===== src/assert_macros.svh =====
// assertion macros for the rtl of the divisible subarray counter, included by divisible_subarray_counter_unit
// no dependencies; bodies are empty when SYNTHESIS is defined
`ifndef ASSERT_MACROS_SVH
`define ASSERT_MACROS_SVH

`ifndef SYNTHESIS

`define DSC_ASSERT_SAME(lbl, clk, rst_n, ante, cons) \
  lbl: assert property (@(posedge clk) disable iff (!rst_n) (ante) |-> (cons)) \
    else $error("dsc assertion failed");

`define DSC_ASSERT_NEXT(lbl, clk, rst_n, ante, cons) \
  lbl: assert property (@(posedge clk) disable iff (!rst_n) (ante) |=> (cons)) \
    else $error("dsc assertion failed");

`else

`define DSC_ASSERT_SAME(lbl, clk, rst_n, ante, cons)

`define DSC_ASSERT_NEXT(lbl, clk, rst_n, ante, cons)

`endif

`endif


===== src/dsc_ram.sv =====
// generic single write port, single read port ram with registered read data
// no dependencies
module dsc_ram #(
  parameter int Width = 8,
  parameter int Depth = 16
) (
  input  logic                     clk_i,
  input  logic                     we_i,
  input  logic [$clog2(Depth)-1:0] waddr_i,
  input  logic [Width-1:0]         wdata_i,
  input  logic                     re_i,
  input  logic [$clog2(Depth)-1:0] raddr_i,
  output logic [Width-1:0]         rdata_o
);

  logic [Width-1:0] mem_q [Depth];
  logic [Width-1:0] rdata_q;

  always_ff @(posedge clk_i) begin
    if (we_i) begin
      mem_q[waddr_i] <= wdata_i;
    end
    if (re_i) begin
      rdata_q <= mem_q[raddr_i];
    end
  end

  assign rdata_o = rdata_q;

endmodule


===== config.mk =====
export PLATFORM = sky130hd
export DESIGN_NAME = dsc_ram
export DESIGN_NICKNAME = d
export VERILOG_FILES = /design/src/assert_macros.svh /design/src/dsc_ram.sv
export SDC_FILE = /design/constraint.sdc
export NUM_CORES = 1
export LEC_CHECK = 0
export ABC_AREA = 1
export BUFFER_PORTS_ARGS = -buffer_cell sky130_fd_sc_hd__buf_2
export CORE_AREA = 2 2 133 135
export CTS_CLUSTER_SIZE = 40
export DETAILED_ROUTE_END_ITERATION = 12
export DIE_AREA = 0 0 135 137
export SLEW_MARGIN = 15
export SYNTH_ARGS = -nofsm -noshare
export SYNTH_HDL_FRONTEND = slang
export SYNTH_SLANG_ARGS = --single-unit

===== constraint.sdc =====
create_clock -name clk_i -period 1.2 [get_ports clk_i]
set_input_delay 0.18 -clock clk_i [delete_from_list [all_inputs] [get_ports clk_i]]
set_output_delay 0.18 -clock clk_i [all_outputs]
set_load 0.05 [all_outputs]

==> metrics <==
syn nets 570; Max IR drop VDD between 1000 and 1500 uV; worst skew pair latency roughly 0.42 ns; share of layout cells above drive strength 1 around 16%; Rel. slew slack between 70% and 80%; Worst-Margin Slew around 0.39 ns; CP delay by family, top flip-flops; initial antenna violation count 0; hold depth 1; period utilization between 90 and 100%; post-synthesis average cell area 10.6 sq um; Die X-Extent ~140 um; status completed; setup violators final 0; Max Used Layer met4; synth unique cells 11; Nets 624; PwrDens around 1600 nW/um^2; H-tree lvl count 4; CP required about 1.0 ns; R2R Setup Slk approximately 0.060 ns; gr usage total between 10% and 20%; leakage about 3.0 nW; Syn Inst Count approximately 550; CORE AREA 17,100 sq um; mapped cell area around 5800 sq um; commonest non-fill, non-tap cell in the layout nand2_1; Area Overhead vs Synth 20.8%; Routability Congestion 0.833; dpl hpwl a little under 9000 um; CP max-delay cell edfxtp_1; Post-Layout Inst Area between 7000 and 8000 sq um; CP endpoint kind primary output; boundary pin count 27; Vias/cell ~4.6; CTS clk-pin slew, worst paths 0.06 ns; vias in the first global route 3,956; port bufs 26; drt initial violations around 440; DRC Markers 0; Worst R2R Path Depth 6; Peak Freq 835 MHz; CP bufs+invs 1; Final Util between 40 and 50%; met3 wire len 594 um; CTS Buf Count 17; WL final ~13,000 um; Routed Antenna Nets 0; worst hold start re_i; diode count 0; CP Launch Type register; Cell Rows 48; CP max stage delay ~0.42 ns; post-route minimum period 1.20 ns; WL/cell roughly 16 um; number of synthesized register bits between 100 and 150; Worst R2R End rdata_o[6]; Clock Root Buffer clkbuf_16; hold endpoint rdata_o[7]; Clock Tree Buf Depth 2; CTS sink cnt between 100 and 150; die height 137 um; die area around 18,000 sq um; Setup TNS 0 ns; WL met1 between 6000 and 7000 um; TritonRoute pass-1 iters 5; Initial Util 34.3%; most frequent cells in the layout 173 x nand2_1, 136 x edfxtp_1, 100 x inv_1; cts hold-fix bufs 0; largest net degree at the start of global routing 38; Max Cap Violations 0; via count around 3,900; Final Skew between 0.01 and 0.015 ns; min-delay worst type primary input to register; register area share after synthesis 69.8%; critical path cell sequence buf_6; final hold violations 0; placed inst area between 6000 and 7000 sq um; WP data arrival approximately 1.0 ns; unrepaired setup endpoints after global routing yes; grt ovf 0; met2 routed wirelength 6430 um; CP max FO 1; first-pass GRT wire length 20,900 um; Slew Limit Fails 0; CTS tree done; YS warnings 0; kind of critical path register to primary output; reg2reg start mem_q[12][6]
[worst reg2reg max path, delay by kind of cell, from the launching register on]
family,cells,cell delay [ns]
DFF,1,0.37
buffers and inverters,1,0.06
and+or+nand+nor,5,0.46
[sequential cells by signal, summed over array words and instances, names as in the netlist]
name	cells
rdata_o	8
mem_q	128
[timing repair]
item                                   4_1_cts  5_1_grt
endpoints found under the hold margin        0        0
gates resized for setup                      6       13
setup buffers                                0        0
setup endpoints to repair                    5       10
[per-stage QoR]
step / cells / setup slack (ns) / power [W] / hold slack, ns
2_1_floorplan: 551 / 0.0692 / 0.00593 / 0.279
3_3_place_gp: 811 / -0.200 / 0.00624 / 0.548
3_5_place_dp: 811 / -0.215 / 0.00625 / 0.550
4_1_cts: 843 / -0.0231 / 0.0114 / 0.109
5_1_grt: 843 / -0.0281 / 0.0117 / 0.119
6_report: 843 / 0.00274 / 0.0113 / 0.120
[how the worst max path moves through the flow]
stage	startpoint	endpoint	depth (start not counted)
final	rdata_o[4]	rdata_o[4]	1
after global routing	rdata_o[4]	rdata_o[4]	1
after CTS	rdata_o[4]	rdata_o[4]	1
after global placement	raddr_i[0]	rdata_o[3]	9
after floorplan	waddr_i[3]	mem_q[4][0]	2
after detailed placement	raddr_i[0]	rdata_o[6]	8
[where the power goes]
part	total, W	internal [W]	leakage (nW)	switching [W]
sequential	0.00538	0.00535	1.24	0.0000291
clock	0.00516	0.00323	0.279	0.00193
combinational	0.000802	0.000257	1.51	0.000545
total	0.0113	0.00884	3.03	0.00250
[synth_stat cells]
| library cell | number | area, sq um |
|---|---|---|
| buf_1 | 1 | 3.75 |
| buf_2 | 13 | 65.1 |
| buf_4 | 4 | 30.0 |
| buf_6 | 6 | 67.6 |
| edfxtp_1 | 136 | 4080 |
| inv_1 | 100 | 375 |
| inv_2 | 2 | 7.51 |
| nand2_1 | 173 | 649 |
| nand3_1 | 97 | 485 |
| nand3b_1 | 2 | 15.0 |
| nor2_1 | 17 | 63.8 |
[cell families after synthesis]
family	share of synthesized area (%)
buf+inv	9.39
simple gates	20.8
flops	69.8
[per-layer routing]
metal  global-route usage, %  up-vias
met5                       0        -
met1                    19.7     1875
li1                        -     1888
met2                    25.3      113
met4                    5.67        0
met3                    4.04       18
[final cells by class]
cell class,instances,area [sq um]
fill,1636,9990
sequential,136,4080
multi-input combinational,289,1240
timing repair buffer,59,489
clock buffer,18,429
inverter,102,383
tap,225,282
clock inverter,14,158
Power figures use the tool's default switching activity.
