File: config.mk
export PLATFORM = sky130hd
export DESIGN_NAME = dsc_mod
export DESIGN_NICKNAME = d
export VERILOG_FILES = /design/src/assert_macros.svh /design/src/dsc_pkg.sv /design/src/dsc_mod.sv
export SDC_FILE = /design/constraint.sdc
export NUM_CORES = 1
export LEC_CHECK = 0
export BUFFER_PORTS_ARGS = -buffer_cell sky130_fd_sc_hd__buf_2
export CAP_MARGIN = 15
export CORE_ASPECT_RATIO = 1.1
export CORE_UTILIZATION = 52
export CTS_CLUSTER_DIAMETER = 40
export DETAILED_ROUTE_END_ITERATION = 10
export PLACE_DENSITY = 0.74
export SLEW_MARGIN = 10
export SYNTH_ARGS = -nofsm -noshare
export SYNTH_HDL_FRONTEND = slang
export SYNTH_SLANG_ARGS = --single-unit
File: constraint.sdc
create_clock -name clk_i -period 4.5 [get_ports clk_i]
set_input_delay 0.45 -clock clk_i [delete_from_list [all_inputs] [get_ports clk_i]]
set_output_delay 0.45 -clock clk_i [all_outputs]
set_load 0.005 [all_outputs]
File: src/assert_macros.svh
// assertion macros for the rtl of the divisible subarray counter, included by divisible_subarray_counter_unit
// no dependencies; bodies are empty when SYNTHESIS is defined
`ifndef ASSERT_MACROS_SVH
`define ASSERT_MACROS_SVH

`ifndef SYNTHESIS

`define DSC_ASSERT_SAME(lbl, clk, rst_n, ante, cons) \
  lbl: assert property (@(posedge clk) disable iff (!rst_n) (ante) |-> (cons)) \
    else $error("dsc assertion failed");

`define DSC_ASSERT_NEXT(lbl, clk, rst_n, ante, cons) \
  lbl: assert property (@(posedge clk) disable iff (!rst_n) (ante) |=> (cons)) \
    else $error("dsc assertion failed");

`else

`define DSC_ASSERT_SAME(lbl, clk, rst_n, ante, cons)

`define DSC_ASSERT_NEXT(lbl, clk, rst_n, ante, cons)

`endif

`endif

File: src/dsc_pkg.sv
// package of the divisible subarray counter: sizes, widths and state codes
// used by dsc_mod and divisible_subarray_counter_unit
package dsc_pkg;

  localparam int MaxMod = 4096;
  localparam int MaxLen = 65536;

  localparam int ElemW  = 20;
  localparam int ModW   = 13;
  localparam int TotW   = 32;
  localparam int ResW   = $clog2(MaxMod);
  localparam int SumW   = ElemW + 1;
  localparam int CntW   = $clog2(MaxLen + 2);
  localparam int ItemW  = $clog2(MaxLen + 1);
  localparam int StepW  = $clog2(SumW);
  localparam int InBytesW  = ((ElemW + 7) / 8) * 8;
  localparam int OutBytesW = ((TotW + 7) / 8) * 8;

  typedef enum logic [5:0] {
    ST_CLEAR = 6'b000001,
    ST_IDLE  = 6'b000010,
    ST_DIV   = 6'b000100,
    ST_RD    = 6'b001000,
    ST_UPD   = 6'b010000,
    ST_OUT   = 6'b100000
  } state_e;

endpackage

File: src/dsc_mod.sv
// bit-serial restoring reduction of the prefix sum modulo k, one bit a cycle
// depends on dsc_pkg
module dsc_mod (
  input  logic                      clk_i,
  input  logic                      rst_ni,
  input  logic                      start_i,
  input  logic [dsc_pkg::SumW-1:0]  dividend_i,
  input  logic [dsc_pkg::ModW-1:0]  divisor_i,
  output logic                      done_o,
  output logic [dsc_pkg::ResW-1:0]  rem_o
);
  import dsc_pkg::*;

  logic [SumW-1:0]  shf_q, shf_d;
  logic [ModW-1:0]  rem_q, rem_d;
  logic [ModW-1:0]  k_q, k_d;
  logic [StepW-1:0] step_q, step_d;
  logic             busy_q, busy_d;
  logic             done_q, done_d;
  logic [ModW:0]    trial;

  always_comb begin
    shf_d  = shf_q;
    rem_d  = rem_q;
    k_d    = k_q;
    step_d = step_q;
    busy_d = busy_q;
    done_d = 1'b0;
    trial  = {rem_q, shf_q[SumW-1]};
    if (start_i) begin
      shf_d  = dividend_i;
      rem_d  = '0;
      k_d    = divisor_i;
      step_d = StepW'(SumW - 1);
      busy_d = 1'b1;
    end else if (busy_q) begin
      shf_d = {shf_q[SumW-2:0], 1'b0};
      if (trial >= {1'b0, k_q}) begin
        rem_d = ModW'(trial - {1'b0, k_q});
      end else begin
        rem_d = ModW'(trial);
      end
      step_d = step_q - 1'b1;
      if (step_q == '0) begin
        busy_d = 1'b0;
        done_d = 1'b1;
      end
    end
  end

  always_ff @(posedge clk_i or negedge rst_ni) begin
    if (!rst_ni) begin
      busy_q <= 1'b0;
      done_q <= 1'b0;
      step_q <= '0;
    end else begin
      busy_q <= busy_d;
      done_q <= done_d;
      step_q <= step_d;
    end
  end

  always_ff @(posedge clk_i) begin
    shf_q <= shf_d;
    rem_q <= rem_d;
    k_q   <= k_d;
  end

  // remainder is below k, which never exceeds the table depth
  assign done_o = done_q;
  assign rem_o  = rem_q[ResW-1:0];

endmodule
==> impl_metrics.ini <==
[synth]
synthDistinctLibCells = 51
ys_warn_count = 0
synth_ff_type = edfxtp_1
async_reset_ff_share_pct = 13.0
synth_top_area_share_pct = 33.4
syn_avg_cell_area_um2 = 11.1
syn_inst = 276
synth.largest_area_cell = edfxtp_1
synth_area_mm2 = 0.00305
ys_seq_area_share_pct = 47.7
synth_edf_count = 34
synth.net_count = 329
ys_ff_latch = 54
yosys-top-cells-area = edfxtp_1 (33%), dfxtp_1 (8.5%), mux2_2 (7.4%)

[grt]
grt_first_pass_wirelength_um = 9010
gr-usage-met2_pct = 33.5
grt_util_met3_pct = 4.61
antenna_found_initial = 0
grt_start_max_net_pins = 54
grt_use_total_pct = 19.5
busiest_layer = met2
grt_pass1_vias = 2066
grt_overflow = 0
gr-usage-met1_pct = 23.7

[setup_path]
rrSetupSlack_ns = 1.60
endpoint = rem_q[1]$_SDFFE_PP0P_
critPathLaunchType = flip-flop
arrival_ns = 3.15
critPathCaptureType = flip-flop
cp_max_fo = 14
cp_data_required_time_ns = 4.75
r2r-end = rem_q[1]$_SDFFE_PP0P_
reg2reg_depth = 9
crit_type = flip-flop to flip-flop
r2r-start = shf_q[20]$_DFFE_PP_
critPathLaunch = shf_q[20]$_DFFE_PP_

[power_and_ir_drop]
peakVddDrop_v = 0.000360
fin_total_pwr_mw = 1.68
power_leakage_nw = 1.48
powerDensity_mw_per_mm2 = 505

[timing]
relSlewSlack_pct = 27.5
fin_crit_sh_pct = 64.3
timing.fmax_mhz = 345
worst_pin_slew_ns = 1.09
fin_skew_ns = 0.00789
finalSetupViolCount = 0
tns_ns = 0
slew_violations = 0
hold_violations = 0
fin_crit_ns = 2.90
rsz0062_at_grt = no

[job]
cap_violations = 0

[die]
num_rows = 28
die_y_um = 82.4
core_area_mm2 = 0.00554
die_w_um = 75.1
pin_count = 50
initial_utilization_pct = 55.2
die_area_mm2 = 0.00618

[clocking]
cts_resized = 0
htree_num_levels = 2
clock_path_buffers = 2
clock_latency_ns = 0.30
postCtsSetupRepairBufs = 0
clkTransAtPathRegs_ns = 0.09
cts_root_buf = clkbuf_8
cts_buffers = 5
cts_tree = built
cts.sinks = 54

[final_layout]
final_cell_mix = buf_2 (49), edfxtp_1 (34), inv_1 (20), mux2_2 (20), nor2_1 (20)
final_common_cell = buf_2
syn_to_final_growth_pct = 9.14
antenna_cells = 0
layout-drive-gt1-share_pct = 27.8
nets = 361

[drt]
drt_pre_antenna_iters = 4
antenna_left = 0
vias = 2143
drt_first_iter_violations = 89
route.detailed.drc = 0
wl_um = 5480
wl_per_cell_um = 14.3
vias_per_cell = 5.58

[placement]
port_buffers = 49
place.gp.congestion = 0.848
hpwlAfterDp_um = 3870

[status]
status = complete, no violations

[hold_path]
min_path_type = input pin to flip-flop
## routing by layer
| metal | vias up | part of all wire (%) |
|---|---|---|
| met3 | 7 | 4.6 |
| met2 | 37 | 47 |
| met5 | - | 0 |
| met4 | 0 | 1.5 |
| li1 | 1076 | - |
| met1 | 1023 | 47 |
## cell families after synthesis
group	Yosys count	synth area share, %
adder cells (fa/ha/maj)	16	6.80
XOR/XNOR	12	3.44
AO/OA/AOI/OAI	59	15.2
flip-flops	54	47.7
buffers and inverters	46	7.78
AND/OR/NAND/NOR	66	10.7
multiplexers	23	8.36
## power by group
| part | switching, mW | internal [mW] | leakage [nW] | total, mW |
|---|---|---|---|---|
| logic | 0.390 | 0.342 | 0.901 | 0.733 |
| registers | 0.0722 | 0.622 | 0.539 | 0.694 |
| clock network | 0.149 | 0.107 | 0.0432 | 0.256 |
| total | 0.612 | 1.07 | 1.48 | 1.68 |
## through the flow
stage / area, µm² / setup slack, ns / hold slack [ns] / util [%] / instances
after global placement: 3240 / 1.76 / 0.294 / 58.5 / 375
after global routing: 3330 / 1.40 / 0.297 / 60.2 / 384
after CTS: 3330 / 1.60 / 0.305 / 60.2 / 384
final: 3330 / 1.60 / 0.314 / 60.2 / 384
after detailed placement: 3240 / 1.64 / 0.298 / 58.5 / 375
after floorplan: 3050 / 2.11 / 0.154 / - / 276
## how the worst min path moves through the flow
stage                        startpoint                    end  slack, ns  cells past startpoint
after floorplan                  rst_ni       busy_q$_DFF_PN0_       0.15                      0
after global placement           rst_ni       done_o$_DFF_PN0_       0.29                      1
after detailed placement         rst_ni  step_q[1]$_DFFE_PN0P_       0.30                      1
after CTS                  divisor_i[4]       k_q[4]$_DFFE_PP_       0.30                      1
after global routing      divisor_i[12]      k_q[12]$_DFFE_PP_       0.30                      1
final                     divisor_i[10]      k_q[10]$_DFFE_PP_       0.31                      1
## sequential cells by signal, indices dropped and copies added (netlist names)
name and flops:
busy_q 1, done_o 1, k_q 13, rem_q 13, shf_q 21, step_q 5
## synthesized netlist by cell type (4+ instances only)
cell type,count
a21oi_1,6
nor4_1,4
clkbuf_1,7
a211oi_1,4
xnor2_1,9
o21ai_0,8
nor2_1,20
dfrtp_1,7
nor3_1,5
dfxtp_1,13
mux2_2,20
buf_4,12
ha_1,15
edfxtp_1,34
buf_2,4
nand2_1,11
nand3_1,13
inv_1,20
a21o_1,5
a311oi_1,10
## area by class of cell
| type | count | area, µm² |
|---|---|---|
| Tap cell | 75 | 93.8 |
| Clock inverter | 3 | 16.3 |
| Sequential cell | 54 | 1460 |
| Clock buffer | 5 | 68.8 |
| Timing Repair Buffer | 51 | 263 |
| Fill cell | 495 | 2200 |
| Inverter | 20 | 75.1 |
| Multi-Input combinational cell | 176 | 1360 |
## worst max-delay path: stages (launching register included)
cell and delay [ns]:
edfxtp_1 0.36, inv_1 0.05, ha_1 0.22, fa_1 0.41, and2b_1 0.27, o211ai_1 0.11
a211oi_2 0.31, o2111ai_2 0.46, a2111oi_2 0.49, a311o_2 0.16
## what timing repair did
| item | CTS | global route |
|---|---|---|
| hold buffers | 1 | 0 |
| endpoints found under the setup margin | 0 | 0 |
| endpoints found under the hold margin | 7 | 0 |
Note: power is estimated with default switching activity, not from simulation.
